<file path="src/rtl/ira_pkg.sv">
// ----------------------------------------------------------------------------
// ira_pkg
// Types and constants shared by the I2C register access master.
// ----------------------------------------------------------------------------
package ira_pkg;

	localparam int unsigned OP_W       = 2;
	localparam int unsigned ADDR_W     = 7;
	localparam int unsigned BYTE_W     = 8;
	localparam int unsigned SLOT_W     = 8;
	localparam int unsigned REC_W      = 16;
	localparam int unsigned CFG_IDX_W  = 1;
	localparam int unsigned CFG_DATA_W = 16;

	// configuration register indexes
	localparam logic [CFG_IDX_W-1:0] REG_SLOT_TICKS = 1'd0;
	localparam logic [CFG_IDX_W-1:0] REG_RECOVERY   = 1'd1;

	localparam logic [SLOT_W-1:0] SLOT_TICKS_RST = 8'd1;
	localparam logic [REC_W-1:0]  RECOVERY_RST   = 16'd5000;

	typedef enum logic [OP_W-1:0] {
		OP_TICK  = 2'd0,
		OP_WRITE = 2'd1,
		OP_READ  = 2'd2
	} op_t;

	typedef enum logic [1:0] {
		ST_OK       = 2'd0,
		ST_BUS_BUSY = 2'd1,
		ST_NO_START = 2'd2,
		ST_NO_ACK   = 2'd3
	} stat_t;

	// sequence segments, each split into up to four sub-slots
	typedef enum logic [3:0] {
		SEG_IDLE      = 4'd0,
		SEG_START1    = 4'd1,
		SEG_ADDR_W    = 4'd2,
		SEG_ACK_ADDR  = 4'd3,
		SEG_REG       = 4'd4,
		SEG_ACK_REG   = 4'd5,
		SEG_DATA      = 4'd6,
		SEG_ACK_DATA  = 4'd7,
		SEG_START2    = 4'd8,
		SEG_ADDR_R    = 4'd9,
		SEG_ACK_ADDRR = 4'd10,
		SEG_READ      = 4'd11,
		SEG_NACK      = 4'd12,
		SEG_STOP      = 4'd13,
		SEG_STOP_ABT  = 4'd14,
		SEG_RECOVERY  = 4'd15
	} seg_t;

	typedef struct packed {
		logic [OP_W-1:0]   operation;
		logic [ADDR_W-1:0] target_address;
		logic [BYTE_W-1:0] register_index;
		logic [BYTE_W-1:0] write_data;
		logic              sda_in;
	} ira_cmd_t;

	typedef struct packed {
		logic              scl;
		logic              sda;
		logic              busy;
		logic              done;
		stat_t             status;
		logic [BYTE_W-1:0] rd;
	} ira_res_t;

	typedef struct packed {
		seg_t              seg;
		logic [1:0]        sub;
		logic [2:0]        bit_cnt;
		logic [BYTE_W-1:0] shift;
		logic [SLOT_W-1:0] slot_cnt;
		logic [REC_W-1:0]  rec_cnt;
		logic [ADDR_W-1:0] addr;
		logic [BYTE_W-1:0] reg_idx;
		logic [BYTE_W-1:0] data;
		logic              is_read;
		logic              scl;
		logic              sda;
	} ira_state_t;

	localparam ira_state_t STATE_RST = '{
		seg:      SEG_IDLE,
		sub:      2'd0,
		bit_cnt:  3'd0,
		shift:    8'd0,
		slot_cnt: 8'd0,
		rec_cnt:  16'd0,
		addr:     7'd0,
		reg_idx:  8'd0,
		data:     8'd0,
		is_read:  1'b0,
		scl:      1'b1,
		sda:      1'b1
	};

endpackage

</file>
<file path="src/rtl/ira_cmd_if.sv">
// ----------------------------------------------------------------------------
// ira_cmd_if
// Request channel: command or tick with the sampled SDA level.
// ----------------------------------------------------------------------------
interface ira_cmd_if;
	logic                         valid;
	logic                         ready;
	logic [ira_pkg::OP_W-1:0]     operation;
	logic [ira_pkg::ADDR_W-1:0]   target_address;
	logic [ira_pkg::BYTE_W-1:0]   register_index;
	logic [ira_pkg::BYTE_W-1:0]   write_data;
	logic                         sda_in;

	modport source (
		output valid, operation, target_address, register_index, write_data, sda_in,
		input  ready
	);
	modport sink (
		input  valid, operation, target_address, register_index, write_data, sda_in,
		output ready
	);
endinterface

</file>
<file path="src/rtl/ira_res_if.sv">
// ----------------------------------------------------------------------------
// ira_res_if
// Result channel: pin levels, busy/done flags, status and read byte.
// ----------------------------------------------------------------------------
interface ira_res_if;
	logic                       valid;
	logic                       ready;
	logic                       scl_release;
	logic                       sda_release;
	logic                       busy_res;
	logic                       done_res;
	logic [1:0]                 status;
	logic [ira_pkg::BYTE_W-1:0] read_data;

	modport source (
		output valid, scl_release, sda_release, busy_res, done_res, status, read_data,
		input  ready
	);
	modport sink (
		input  valid, scl_release, sda_release, busy_res, done_res, status, read_data,
		output ready
	);
endinterface

</file>
<file path="src/rtl/ira_cfg_if.sv">
// ----------------------------------------------------------------------------
// ira_cfg_if
// Configuration write channel: register index and write data.
// ----------------------------------------------------------------------------
interface ira_cfg_if;
	logic                           valid;
	logic                           ready;
	logic [ira_pkg::CFG_IDX_W-1:0]  index;
	logic [ira_pkg::CFG_DATA_W-1:0] data;

	modport source (
		output valid, index, data,
		input  ready
	);
	modport sink (
		input  valid, index, data,
		output ready
	);
endinterface

</file>
<file path="src/rtl/ira_cfg_regs.sv">
// ----------------------------------------------------------------------------
// ira_cfg_regs
// Slot length and write recovery registers.
// ----------------------------------------------------------------------------
module ira_cfg_regs (
	input  logic                         clk,
	input  logic                         arst_n,
	ira_cfg_if.sink                      cfg,
	output logic [ira_pkg::SLOT_W-1:0]   slot_ticks,
	output logic [ira_pkg::REC_W-1:0]    recovery_ticks
);

	logic [ira_pkg::SLOT_W-1:0] slot_ticks_q;
	logic [ira_pkg::REC_W-1:0]  recovery_ticks_q;

	assign cfg.ready = 1'b1;

	always_ff @(posedge clk or negedge arst_n) begin
		if (!arst_n) begin
			slot_ticks_q     <= ira_pkg::SLOT_TICKS_RST;
			recovery_ticks_q <= ira_pkg::RECOVERY_RST;
		end else if (cfg.valid) begin
			case (cfg.index)
				ira_pkg::REG_SLOT_TICKS: begin
					slot_ticks_q <= cfg.data[ira_pkg::SLOT_W-1:0];
				end
				ira_pkg::REG_RECOVERY: begin
					recovery_ticks_q <= cfg.data[ira_pkg::REC_W-1:0];
				end
				default: begin
					slot_ticks_q <= slot_ticks_q;
				end
			endcase
		end
	end

	assign slot_ticks     = slot_ticks_q;
	assign recovery_ticks = recovery_ticks_q;

endmodule

</file>
<file path="src/rtl/ira_seq.sv">
// ----------------------------------------------------------------------------
// ira_seq
// Bit sequencer: state registers and the one-step next-state logic.
// ----------------------------------------------------------------------------
module ira_seq (
	input  logic                       clk,
	input  logic                       arst_n,
	input  logic                       fire,
	input  ira_pkg::ira_cmd_t          cmd,
	input  logic [ira_pkg::SLOT_W-1:0] slot_ticks,
	input  logic [ira_pkg::REC_W-1:0]  recovery_ticks,
	output ira_pkg::ira_res_t          res
);

	ira_pkg::ira_state_t st_q;
	ira_pkg::ira_state_t nx;
	logic                done;
	ira_pkg::stat_t      stat;
	logic [ira_pkg::BYTE_W-1:0] rd;
	logic [ira_pkg::SLOT_W-1:0] lim;
	logic [ira_pkg::SLOT_W:0]   cnt;

	// pin levels for the current segment and sub-slot
	function automatic ira_pkg::ira_state_t drive(input ira_pkg::ira_state_t s);
		ira_pkg::ira_state_t r;
		r = s;
		case (s.seg)
			ira_pkg::SEG_START1, ira_pkg::SEG_START2: begin
				r.scl = 1'b1;
				r.sda = (s.sub == 2'd0);
			end
			ira_pkg::SEG_ADDR_W, ira_pkg::SEG_REG, ira_pkg::SEG_DATA,
			ira_pkg::SEG_ADDR_R: begin
				r.scl = (s.sub == 2'd2);
				if (s.sub == 2'd1) r.sda = s.shift[ira_pkg::BYTE_W-1];
			end
			ira_pkg::SEG_ACK_ADDR, ira_pkg::SEG_ACK_REG, ira_pkg::SEG_ACK_DATA,
			ira_pkg::SEG_ACK_ADDRR: begin
				r.scl = (s.sub == 2'd2);
				if (s.sub == 2'd1 || s.sub == 2'd2) r.sda = 1'b1;
			end
			ira_pkg::SEG_READ: begin
				r.sda = 1'b1;
				r.scl = (s.sub == 2'd1);
			end
			ira_pkg::SEG_NACK: begin
				r.scl = (s.sub == 2'd2);
				if (s.sub != 2'd0) r.sda = 1'b1;
			end
			ira_pkg::SEG_STOP, ira_pkg::SEG_STOP_ABT: begin
				r.scl = (s.sub >= 2'd2);
				if (s.sub == 2'd1) r.sda = 1'b0;
				if (s.sub == 2'd3) r.sda = 1'b1;
			end
			default: begin
				r.scl = 1'b1;
				r.sda = 1'b1;
			end
		endcase
		return r;
	endfunction

	function automatic ira_pkg::ira_state_t enter(input ira_pkg::ira_state_t s,
			input ira_pkg::seg_t seg);
		ira_pkg::ira_state_t r;
		r = s;
		r.seg     = seg;
		r.sub     = 2'd0;
		r.bit_cnt = 3'd0;
		case (seg)
			ira_pkg::SEG_ADDR_W: r.shift = {s.addr, 1'b0};
			ira_pkg::SEG_REG:    r.shift = s.reg_idx;
			ira_pkg::SEG_DATA:   r.shift = s.data;
			ira_pkg::SEG_ADDR_R: r.shift = {s.addr, 1'b1};
			ira_pkg::SEG_READ:   r.shift = '0;
			default:             r.shift = s.shift;
		endcase
		return drive(r);
	endfunction

	function automatic ira_pkg::ira_state_t next_sub(input ira_pkg::ira_state_t s);
		ira_pkg::ira_state_t r;
		r = s;
		r.sub = s.sub + 2'd1;
		return drive(r);
	endfunction

	always_comb begin
		nx   = st_q;
		done = 1'b0;
		stat = ira_pkg::ST_OK;
		rd   = '0;
		lim  = (slot_ticks == '0) ? ira_pkg::SLOT_W'(1) : slot_ticks;
		cnt  = {1'b0, st_q.slot_cnt} + (ira_pkg::SLOT_W + 1)'(1);

		if (st_q.seg == ira_pkg::SEG_IDLE) begin
			if (cmd.operation == ira_pkg::OP_WRITE || cmd.operation == ira_pkg::OP_READ) begin
				nx.addr     = cmd.target_address;
				nx.reg_idx  = cmd.register_index;
				nx.data     = cmd.write_data;
				nx.is_read  = (cmd.operation == ira_pkg::OP_READ);
				nx.slot_cnt = '0;
				nx          = enter(nx, ira_pkg::SEG_START1);
			end
		end else if (cmd.operation == ira_pkg::OP_TICK) begin
			if (st_q.seg == ira_pkg::SEG_RECOVERY) begin
				nx.rec_cnt = st_q.rec_cnt - ira_pkg::REC_W'(1);
				if (nx.rec_cnt == '0) done = 1'b1;
			end else if (cnt < {1'b0, lim}) begin
				nx.slot_cnt = cnt[ira_pkg::SLOT_W-1:0];
			end else begin
				nx.slot_cnt = '0;
				// end of slot: sample SDA and advance
				case (st_q.seg)
					ira_pkg::SEG_START1, ira_pkg::SEG_START2: begin
						if (st_q.seg == ira_pkg::SEG_START1 && st_q.sub == 2'd0 && !cmd.sda_in) begin
							done = 1'b1;
							stat = ira_pkg::ST_BUS_BUSY;
						end else if (st_q.seg == ira_pkg::SEG_START1 && st_q.sub == 2'd1
								&& cmd.sda_in) begin
							done = 1'b1;
							stat = ira_pkg::ST_NO_START;
						end else if (st_q.sub >= 2'd2) begin
							nx = enter(nx, (st_q.seg == ira_pkg::SEG_START1) ?
								ira_pkg::SEG_ADDR_W : ira_pkg::SEG_ADDR_R);
						end else begin
							nx = next_sub(nx);
						end
					end
					ira_pkg::SEG_ADDR_W, ira_pkg::SEG_REG, ira_pkg::SEG_DATA,
					ira_pkg::SEG_ADDR_R: begin
						if (st_q.sub < 2'd2) begin
							nx = next_sub(nx);
						end else begin
							nx.shift = {st_q.shift[ira_pkg::BYTE_W-2:0], 1'b0};
							if (st_q.bit_cnt == 3'd7) begin
								nx = enter(nx, ira_pkg::seg_t'(st_q.seg + 4'd1));
							end else begin
								nx.bit_cnt = st_q.bit_cnt + 3'd1;
								nx.sub     = 2'd0;
								nx         = drive(nx);
							end
						end
					end
					ira_pkg::SEG_ACK_ADDR, ira_pkg::SEG_ACK_REG, ira_pkg::SEG_ACK_DATA,
					ira_pkg::SEG_ACK_ADDRR: begin
						if (st_q.sub == 2'd2) begin
							// address ack is remembered in the bit counter
							if (st_q.seg == ira_pkg::SEG_ACK_ADDR) nx.bit_cnt = {2'b00, cmd.sda_in};
							nx = next_sub(nx);
						end else if (st_q.sub < 2'd3) begin
							nx = next_sub(nx);
						end else if (st_q.seg == ira_pkg::SEG_ACK_ADDR) begin
							nx = enter(nx, (st_q.bit_cnt != 3'd0) ?
								ira_pkg::SEG_STOP_ABT : ira_pkg::SEG_REG);
						end else if (st_q.seg == ira_pkg::SEG_ACK_REG) begin
							nx = enter(nx, st_q.is_read ? ira_pkg::SEG_START2 : ira_pkg::SEG_DATA);
						end else if (st_q.seg == ira_pkg::SEG_ACK_DATA) begin
							nx = enter(nx, ira_pkg::SEG_STOP);
						end else begin
							nx = enter(nx, ira_pkg::SEG_READ);
						end
					end
					ira_pkg::SEG_READ: begin
						if (st_q.sub == 2'd0) begin
							nx = next_sub(nx);
						end else begin
							nx.shift = {st_q.shift[ira_pkg::BYTE_W-2:0], cmd.sda_in};
							if (st_q.bit_cnt == 3'd7) begin
								nx = enter(nx, ira_pkg::SEG_NACK);
							end else begin
								nx.bit_cnt = st_q.bit_cnt + 3'd1;
								nx.sub     = 2'd0;
								nx         = drive(nx);
							end
						end
					end
					ira_pkg::SEG_NACK: begin
						if (st_q.sub < 2'd3) nx = next_sub(nx);
						else nx = enter(nx, ira_pkg::SEG_STOP);
					end
					ira_pkg::SEG_STOP: begin
						if (st_q.sub < 2'd3) begin
							nx = next_sub(nx);
						end else if (!st_q.is_read && recovery_ticks != '0) begin
							nx.rec_cnt = recovery_ticks;
							nx         = enter(nx, ira_pkg::SEG_RECOVERY);
						end else begin
							done = 1'b1;
						end
					end
					ira_pkg::SEG_STOP_ABT: begin
						if (st_q.sub < 2'd3) begin
							nx = next_sub(nx);
						end else begin
							done = 1'b1;
							stat = ira_pkg::ST_NO_ACK;
						end
					end
					default: begin
						done = 1'b1;
					end
				endcase
			end

			if (done) begin
				if (stat == ira_pkg::ST_OK && nx.is_read) rd = nx.shift;
				nx.seg      = ira_pkg::SEG_IDLE;
				nx.sub      = 2'd0;
				nx.bit_cnt  = '0;
				nx.slot_cnt = '0;
				nx.rec_cnt  = '0;
				nx.scl      = 1'b1;
				nx.sda      = 1'b1;
			end
		end
	end

	always_ff @(posedge clk or negedge arst_n) begin
		if (!arst_n) begin
			st_q <= ira_pkg::STATE_RST;
		end else if (fire) begin
			st_q <= nx;
		end
	end

	assign res.scl    = nx.scl;
	assign res.sda    = nx.sda;
	assign res.busy   = (nx.seg != ira_pkg::SEG_IDLE);
	assign res.done   = done;
	assign res.status = stat;
	assign res.rd     = rd;

	a_idle_released: assert property (@(posedge clk) disable iff (!arst_n)
		st_q.seg == ira_pkg::SEG_IDLE |-> st_q.scl && st_q.sda && st_q.sub == 2'd0)
		else $error("idle sequencer does not release the bus");

	a_done_idle: assert property (@(posedge clk) disable iff (!arst_n)
		fire && done |=> st_q.seg == ira_pkg::SEG_IDLE)
		else $error("sequencer not idle after done");

	a_fail_no_data: assert property (@(posedge clk) disable iff (!arst_n)
		res.status != ira_pkg::ST_OK |-> res.done && res.rd == '0)
		else $error("error status without done or with read data");

	a_idle_start: assert property (@(posedge clk) disable iff (!arst_n)
		fire && st_q.seg == ira_pkg::SEG_IDLE |=>
			st_q.seg == ira_pkg::SEG_IDLE || st_q.seg == ira_pkg::SEG_START1)
		else $error("idle sequencer left for a segment other than the first start");

endmodule

</file>
<file path="src/rtl/i2c_register_access_master_top.sv">
// a request accepted into the input stage has its result registered in the result
// register when that stage next advances (result register free or being drained)
// throughput: one request per clock while the result side does not stall; the
// sequencer makes one step per request
// reset: arst_n clears the sequencer to idle with both lines released, empties both
// pipeline stages and loads slot_ticks = 1, recovery_ticks = 5000
// ----------------------------------------------------------------------------
// i2c_register_access_master_top
// Open-drain I2C master for single-register writes and reads, stepped by ticks.
// ----------------------------------------------------------------------------
module i2c_register_access_master_top (
	input  logic     clk,
	input  logic     arst_n,
	ira_cmd_if.sink  cmd,
	ira_res_if.source res,
	ira_cfg_if.sink  cfg
);

	logic                       valid_s1;
	ira_pkg::ira_cmd_t          cmd_s1;
	logic                       out_valid_q;
	ira_pkg::ira_res_t          res_q;
	ira_pkg::ira_res_t          res_nx;
	logic                       adv;
	logic                       accept;
	logic [ira_pkg::SLOT_W-1:0] slot_ticks;
	logic [ira_pkg::REC_W-1:0]  recovery_ticks;

	ira_cfg_regs u_cfg (
		.clk            (clk),
		.arst_n         (arst_n),
		.cfg            (cfg),
		.slot_ticks     (slot_ticks),
		.recovery_ticks (recovery_ticks)
	);

	ira_seq u_seq (
		.clk            (clk),
		.arst_n         (arst_n),
		.fire           (adv),
		.cmd            (cmd_s1),
		.slot_ticks     (slot_ticks),
		.recovery_ticks (recovery_ticks),
		.res            (res_nx)
	);

	// input stage moves on whenever the result register is free or being drained
	assign adv       = valid_s1 && (!out_valid_q || res.ready);
	assign cmd.ready = !valid_s1 || adv;
	assign accept    = cmd.valid && cmd.ready;

	always_ff @(posedge clk or negedge arst_n) begin
		if (!arst_n) begin
			valid_s1 <= 1'b0;
		end else if (accept) begin
			valid_s1 <= 1'b1;
		end else if (adv) begin
			valid_s1 <= 1'b0;
		end
	end

	always_ff @(posedge clk) begin
		if (accept) begin
			cmd_s1.operation      <= cmd.operation;
			cmd_s1.target_address <= cmd.target_address;
			cmd_s1.register_index <= cmd.register_index;
			cmd_s1.write_data     <= cmd.write_data;
			cmd_s1.sda_in         <= cmd.sda_in;
		end
	end

	always_ff @(posedge clk or negedge arst_n) begin
		if (!arst_n) begin
			out_valid_q <= 1'b0;
		end else if (adv) begin
			out_valid_q <= 1'b1;
		end else if (res.ready) begin
			out_valid_q <= 1'b0;
		end
	end

	always_ff @(posedge clk) begin
		if (adv) begin
			res_q <= res_nx;
		end
	end

	assign res.valid       = out_valid_q;
	assign res.scl_release = res_q.scl;
	assign res.sda_release = res_q.sda;
	assign res.busy_res    = res_q.busy;
	assign res.done_res    = res_q.done;
	assign res.status      = res_q.status;
	assign res.read_data   = res_q.rd;

	a_adv_fills: assert property (@(posedge clk) disable iff (!arst_n)
		adv |=> out_valid_q)
		else $error("result register not loaded after stage advance");

	a_empty_ready: assert property (@(posedge clk) disable iff (!arst_n)
		!valid_s1 |-> cmd.ready)
		else $error("empty input stage refuses requests");

	a_stall_blocks: assert property (@(posedge clk) disable iff (!arst_n)
		valid_s1 && out_valid_q && !res.ready |-> !cmd.ready && !adv)
		else $error("request taken while both stages are stalled");

endmodule

</file>
<file path="src/flat_wrapper.sv">
// flat-port wrapper written by rule: the top's interface ports become plain ports
module i2c_register_access_master_top_flat 
  (clk, arst_n, cmd_valid, cmd_operation, cmd_target_address, cmd_register_index, cmd_write_data, cmd_sda_in, cmd_ready, res_valid, res_scl_release, res_sda_release, res_busy_res, res_done_res, res_status, res_read_data, res_ready, cfg_valid, cfg_index, cfg_data, cfg_ready);
  ira_cmd_if cmd_i ();
  ira_res_if res_i ();
  ira_cfg_if cfg_i ();
  input  logic clk;
  input  logic arst_n;
  input wire logic [$bits(cmd_i.valid)-1:0] cmd_valid;
  input wire logic [$bits(cmd_i.operation)-1:0] cmd_operation;
  input wire logic [$bits(cmd_i.target_address)-1:0] cmd_target_address;
  input wire logic [$bits(cmd_i.register_index)-1:0] cmd_register_index;
  input wire logic [$bits(cmd_i.write_data)-1:0] cmd_write_data;
  input wire logic [$bits(cmd_i.sda_in)-1:0] cmd_sda_in;
  output wire logic [$bits(cmd_i.ready)-1:0] cmd_ready;
  output wire logic [$bits(res_i.valid)-1:0] res_valid;
  output wire logic [$bits(res_i.scl_release)-1:0] res_scl_release;
  output wire logic [$bits(res_i.sda_release)-1:0] res_sda_release;
  output wire logic [$bits(res_i.busy_res)-1:0] res_busy_res;
  output wire logic [$bits(res_i.done_res)-1:0] res_done_res;
  output wire logic [$bits(res_i.status)-1:0] res_status;
  output wire logic [$bits(res_i.read_data)-1:0] res_read_data;
  input wire logic [$bits(res_i.ready)-1:0] res_ready;
  input wire logic [$bits(cfg_i.valid)-1:0] cfg_valid;
  input wire logic [$bits(cfg_i.index)-1:0] cfg_index;
  input wire logic [$bits(cfg_i.data)-1:0] cfg_data;
  output wire logic [$bits(cfg_i.ready)-1:0] cfg_ready;
  assign cmd_i.valid = cmd_valid;
  assign cmd_i.operation = cmd_operation;
  assign cmd_i.target_address = cmd_target_address;
  assign cmd_i.register_index = cmd_register_index;
  assign cmd_i.write_data = cmd_write_data;
  assign cmd_i.sda_in = cmd_sda_in;
  assign cmd_ready = cmd_i.ready;
  assign res_valid = res_i.valid;
  assign res_scl_release = res_i.scl_release;
  assign res_sda_release = res_i.sda_release;
  assign res_busy_res = res_i.busy_res;
  assign res_done_res = res_i.done_res;
  assign res_status = res_i.status;
  assign res_read_data = res_i.read_data;
  assign res_i.ready = res_ready;
  assign cfg_i.valid = cfg_valid;
  assign cfg_i.index = cfg_index;
  assign cfg_i.data = cfg_data;
  assign cfg_ready = cfg_i.ready;
  i2c_register_access_master_top u_core (.clk(clk), .arst_n(arst_n), .cmd(cmd_i), .res(res_i), .cfg(cfg_i));
endmodule
</file>
<file path="config.mk">
export PLATFORM = sky130hd
export DESIGN_NAME = i2c_register_access_master_top_flat
export DESIGN_NICKNAME = d
export VERILOG_FILES = /design/src/rtl/ira_pkg.sv /design/src/rtl/ira_cmd_if.sv /design/src/rtl/ira_res_if.sv /design/src/rtl/ira_cfg_if.sv /design/src/rtl/ira_cfg_regs.sv /design/src/rtl/ira_seq.sv /design/src/rtl/i2c_register_access_master_top.sv /design/src/flat_wrapper.sv
export SDC_FILE = /design/constraint.sdc
export NUM_CORES = 1
export LEC_CHECK = 0
export BUFFER_PORTS_ARGS = -buffer_cell sky130_fd_sc_hd__clkbuf_2
export CORE_MARGIN = 3
export CORE_UTILIZATION = 29
export CTS_CLUSTER_SIZE = 24
export DETAILED_ROUTE_END_ITERATION = 8
export PLACE_DENSITY = 0.51
export SKIP_CTS_REPAIR_TIMING = 1
export SYNTH_ARGS = -nofsm -noshare
export SYNTH_HDL_FRONTEND = slang
export SYNTH_SLANG_ARGS = --single-unit
export TNS_END_PERCENT = 50
</file>
<file path="constraint.sdc">
create_clock -name clk -period 3.4 [get_ports clk]
set_clock_uncertainty 0.2 [all_clocks]
set_input_delay 0.51 -clock clk [delete_from_list [all_inputs] [get_ports clk]]
set_output_delay 0.51 -clock clk [all_outputs]
set_load 0.03 [all_outputs]
</file>
==> impl_metrics.sql <==
INSERT INTO impl_metrics (metric_group, metric, value, unit) VALUES
('floorplan', 'dieHeight', '171.4', 'um'),
('drt', 'drcViolationCount', '0', ''),
('min_path', 'worstHoldPathType', 'input pin to async pin', ''),
('placed_design', 'numPlacedInstances', '1248', ''),
('clocking', 'insertion_delay', '430', 'ps'),
('floorplan', 'start_util', '29.94', '%'),
('floorplan', 'rows', '59', ''),
('yosys', 'synth_top_area_cell', 'dfrtp_1', ''),
('sta', 'setup-tns-final', '0', 'ps'),
('clocking', 'tritoncts', 'built', ''),
('global_routing', 'groute.usage.overall', '16.20', '%'),
('finish', 'insertedDiodeCount', '0', ''),
('sta', 'min_period_over_period', '98.19', '%'),
('clocking', 'cts.sinks', '133', ''),
('yosys', 'number_of_warning_messages_in_the_yosys_log', '0', ''),
('drt', 'per_cell_via_count_in_the_routed_design', '5.394', ''),
('power_and_ir_drop', 'ir_worst_vdd', '370.7', 'uV'),
('critical_path', 'worstReg2RegEnd', 'u_core.res.busy_res', ''),
('placed_design', 'dp_hpwl', '17410', 'um'),
('placed_design', 'gp_congestion', '0.9475', ''),
('drt', 'ant_nets', '0', ''),
('yosys', 'postSynthNetCount', '888', ''),
('yosys', 'cell_area_after_technology_mapping', '0.007934', 'mm^2'),
('yosys', 'synthSimpleGateAreaFrac', '15.33', '%'),
('drt', 'wl', '23490', 'um'),
('finish', 'flow.area_growth_from_synthesis', '24.62', '%'),
('floorplan', 'die_width', '171.4', 'um'),
('yosys', 'number_of_flops_mapped_to_enable_cells_by_yosys', '40', ''),
('finish', 'final_core_util', '37.31', '%'),
('sta', 'clock_period_minus_worst_slack', '3338', 'ps'),
('yosys', 'main_combinational_cell_family_by_area_after_synthesis', 'compound AO/OA/AOI/OAI gates', ''),
('placed_design', 'placed_cell_area', '0.009164', 'mm^2'),
('global_routing', 'largest_net_degree_at_the_start_of_global_routing', '69', ''),
('critical_path', 'critical_path.startpoint_type', 'flop', ''),
('yosys', 'netlist_instances', '812', ''),
('yosys', 'synthesis_stage_register_bit_count', '133', ''),
('critical_path', 'data_arrival_time_of_the_critical_path', '3300', 'ps'),
('clocking', 'cts-buffers-inserted', '17', ''),
('critical_path', 'timing.reg2reg.setup_slack', '60', 'ps'),
('floorplan', 'core', '0.02650', 'mm^2'),
('yosys', 'async_set_or_reset_flop_fraction_in_the_synthesized_netlist', '69.92', '%'),
('sta', 'final_max_slew_viol_count', '0', ''),
('clocking', 'ctsRootBufferMaster', 'clkbuf_16', ''),
('global_routing', 'overflow', '0', ''),
('global_routing', 'wire_length_of_the_first_global_routing_pass', '37590', 'um'),
('floorplan', 'boundaryPins', '65', ''),
('finish', 'layout_commonest_cell', 'dfrtp_1', ''),
('yosys', 'synth_compound_area_share', '21.92', '%'),
('sta', 'setup_viol_count_final', '0', ''),
('yosys', 'yosys.area_share.xor_xnor', '2.208', '%'),
('drt', 'vias_after_detailed_routing', '6921', ''),
('yosys', 'synth_cell_types', '78', ''),
('yosys', 'synth_fa_ha_area_share', '4.416', '%'),
('drt', 'drt-pass1-iter-count', '5', ''),
('critical_path', 'critPathCaptureType', 'flop', ''),
('drt', 'drt_iter0_drc', '666', ''),
('finish', 'drive_above_1_share', '29.01', '%'),
('critical_path', 'r2r.worst_path.cells', '11', ''),
('drt', 'wire_per_inst', '18.31', 'um'),
('critical_path', 'crit_path_max_fanout', '9', ''),
('run', 'maxCapViolations', '0', ''),
('clocking', 'clock_transition_at_the_register_clock_pins_on_the_worst_setup_and_hold_paths_after_cts', '70', 'ps'),
('run_status', 'run_status', 'complete, no violations', ''),
('sta', 'rsz0062_at_grt', 'true', ''),
('clocking', 'h-tree-depth', '4', ''),
('yosys', 'synthMuxAreaShare', '7.649', '%'),
('power_and_ir_drop', 'power-per-cell-area', '596.5', 'mW/mm^2'),
('finish', 'fillers', '2667', ''),
('sta', 'worst_pin_slew', '893.4', 'ps'),
('clocking', 'max-clock-path-buffers', '2', ''),
('critical_path', 'worst_r2r_startpoint', 'u_core.u_seq.st_q[26]', '');
-- report_power, final --
part	leakage (nW)	internal, mW	switching, mW	total, mW
Sequential	1.54	1.94	0.253	2.19
Clock	0.289	1.10	0.807	1.91
Combinational	2.18	0.789	1.01	1.80
Total	4.02	3.83	2.07	5.90
-- cell usage after synthesis (11+ instances only) --
master	instances
a21oi_1	49
a22o_1	15
a22oi_1	16
clkbuf_1	37
dfrtp_1	85
edfxtp_1	40
ha_1	28
inv_1	29
mux2_2	45
nand2_1	71
nand2b_1	12
nand3_1	18
nor2_1	51
nor3_1	16
nor4_1	13
o21ai_0	58
o31ai_1	14
xnor2_1	11
-- routing by layer --
metal	share of wire, %	vias to the layer above	track usage, %
met5	0	-	0
met4	1.7	0	4.339
met3	5.2	29	2.965
met2	45	222	25.23
met1	48	3361	23.23
li1	-	3309	-
-- flip-flops by register name (all words and copies together), names as in the netlist --
register,flops
u_core.u_cfg.recovery_ticks,16
u_core.res.read_data,8
u_core.u_cfg.slot_ticks,8
u_core.res.status,2
u_core.valid_s1,1
u_core.res.scl_release,1
u_core.res.done_res,1
u_core.res.valid,1
u_core.res.busy_res,1
u_core.u_seq.st_q,67
u_core.cmd_s1,26
u_core.res.sda_release,1
-- stage by stage --
step,setup WS (ps),power (mW),hold WS (ps)
after global placement,-54.68,3.936,260.2
after detailed placement,-92.42,3.940,263.9
final,61.53,5.898,3.762
after global routing,-38.70,6.221,25.28
after CTS,-139.5,5.876,32.53
after floorplan,-124.0,3.165,14.41
-- critical path: stages (launching register included) --
cell,delay (ps)
dfrtp_1,390
inv_2,80
ha_4,120
or3b_4,370
o31a_1,250
or4_1,520
a2111o_1,380
o22ai_4,160
buf_12,160
and2_4,170
a311o_1,160
nand4_1,100
-- cell families (layout without fill, tap and decap cells) --
kind of cell               after synthesis  after routing
muxes                                   55             55
DFF                                    133            133
and+or+nand+nor                        243            243
AOI/OAI and AO/OA                      256            256
xor gates and xnor gates                20             20
buffers and inverters                   76            212
adders and majority gates               28             28
other                                    1              1
-- cell type report --
class,instances,area [um^2],area share [%]
timing repair buffer,151,1008,10.20
multi-input combinational,603,4219,42.67
clock buffer,17,425.4,4.303
clock inverter,15,167.7,1.696
inverter,29,108.9,1.101
tap,335,419.2,4.239
sequential,133,3538,35.79
-- worst max path at each step --
stage | from | end | slack [ps] | depth (start not counted)
final | u_core.u_seq.st_q[26] | u_core.res.busy_res | 60 | 11
after global routing | u_core.u_seq.st_q[43] | u_core.u_seq.st_q[60] | -40 | 13
after CTS | u_core.u_seq.st_q[42] | u_core.u_seq.st_q[58] | -140 | 12
after detailed placement | u_core.u_seq.st_q[42] | u_core.u_seq.st_q[59] | -90 | 13
after global placement | u_core.u_seq.st_q[42] | u_core.u_seq.st_q[58] | -50 | 12
after floorplan | u_core.u_seq.st_q[26] | u_core.res.busy_res | -120 | 12
Note: power is estimated with default switching activity, not from simulation.
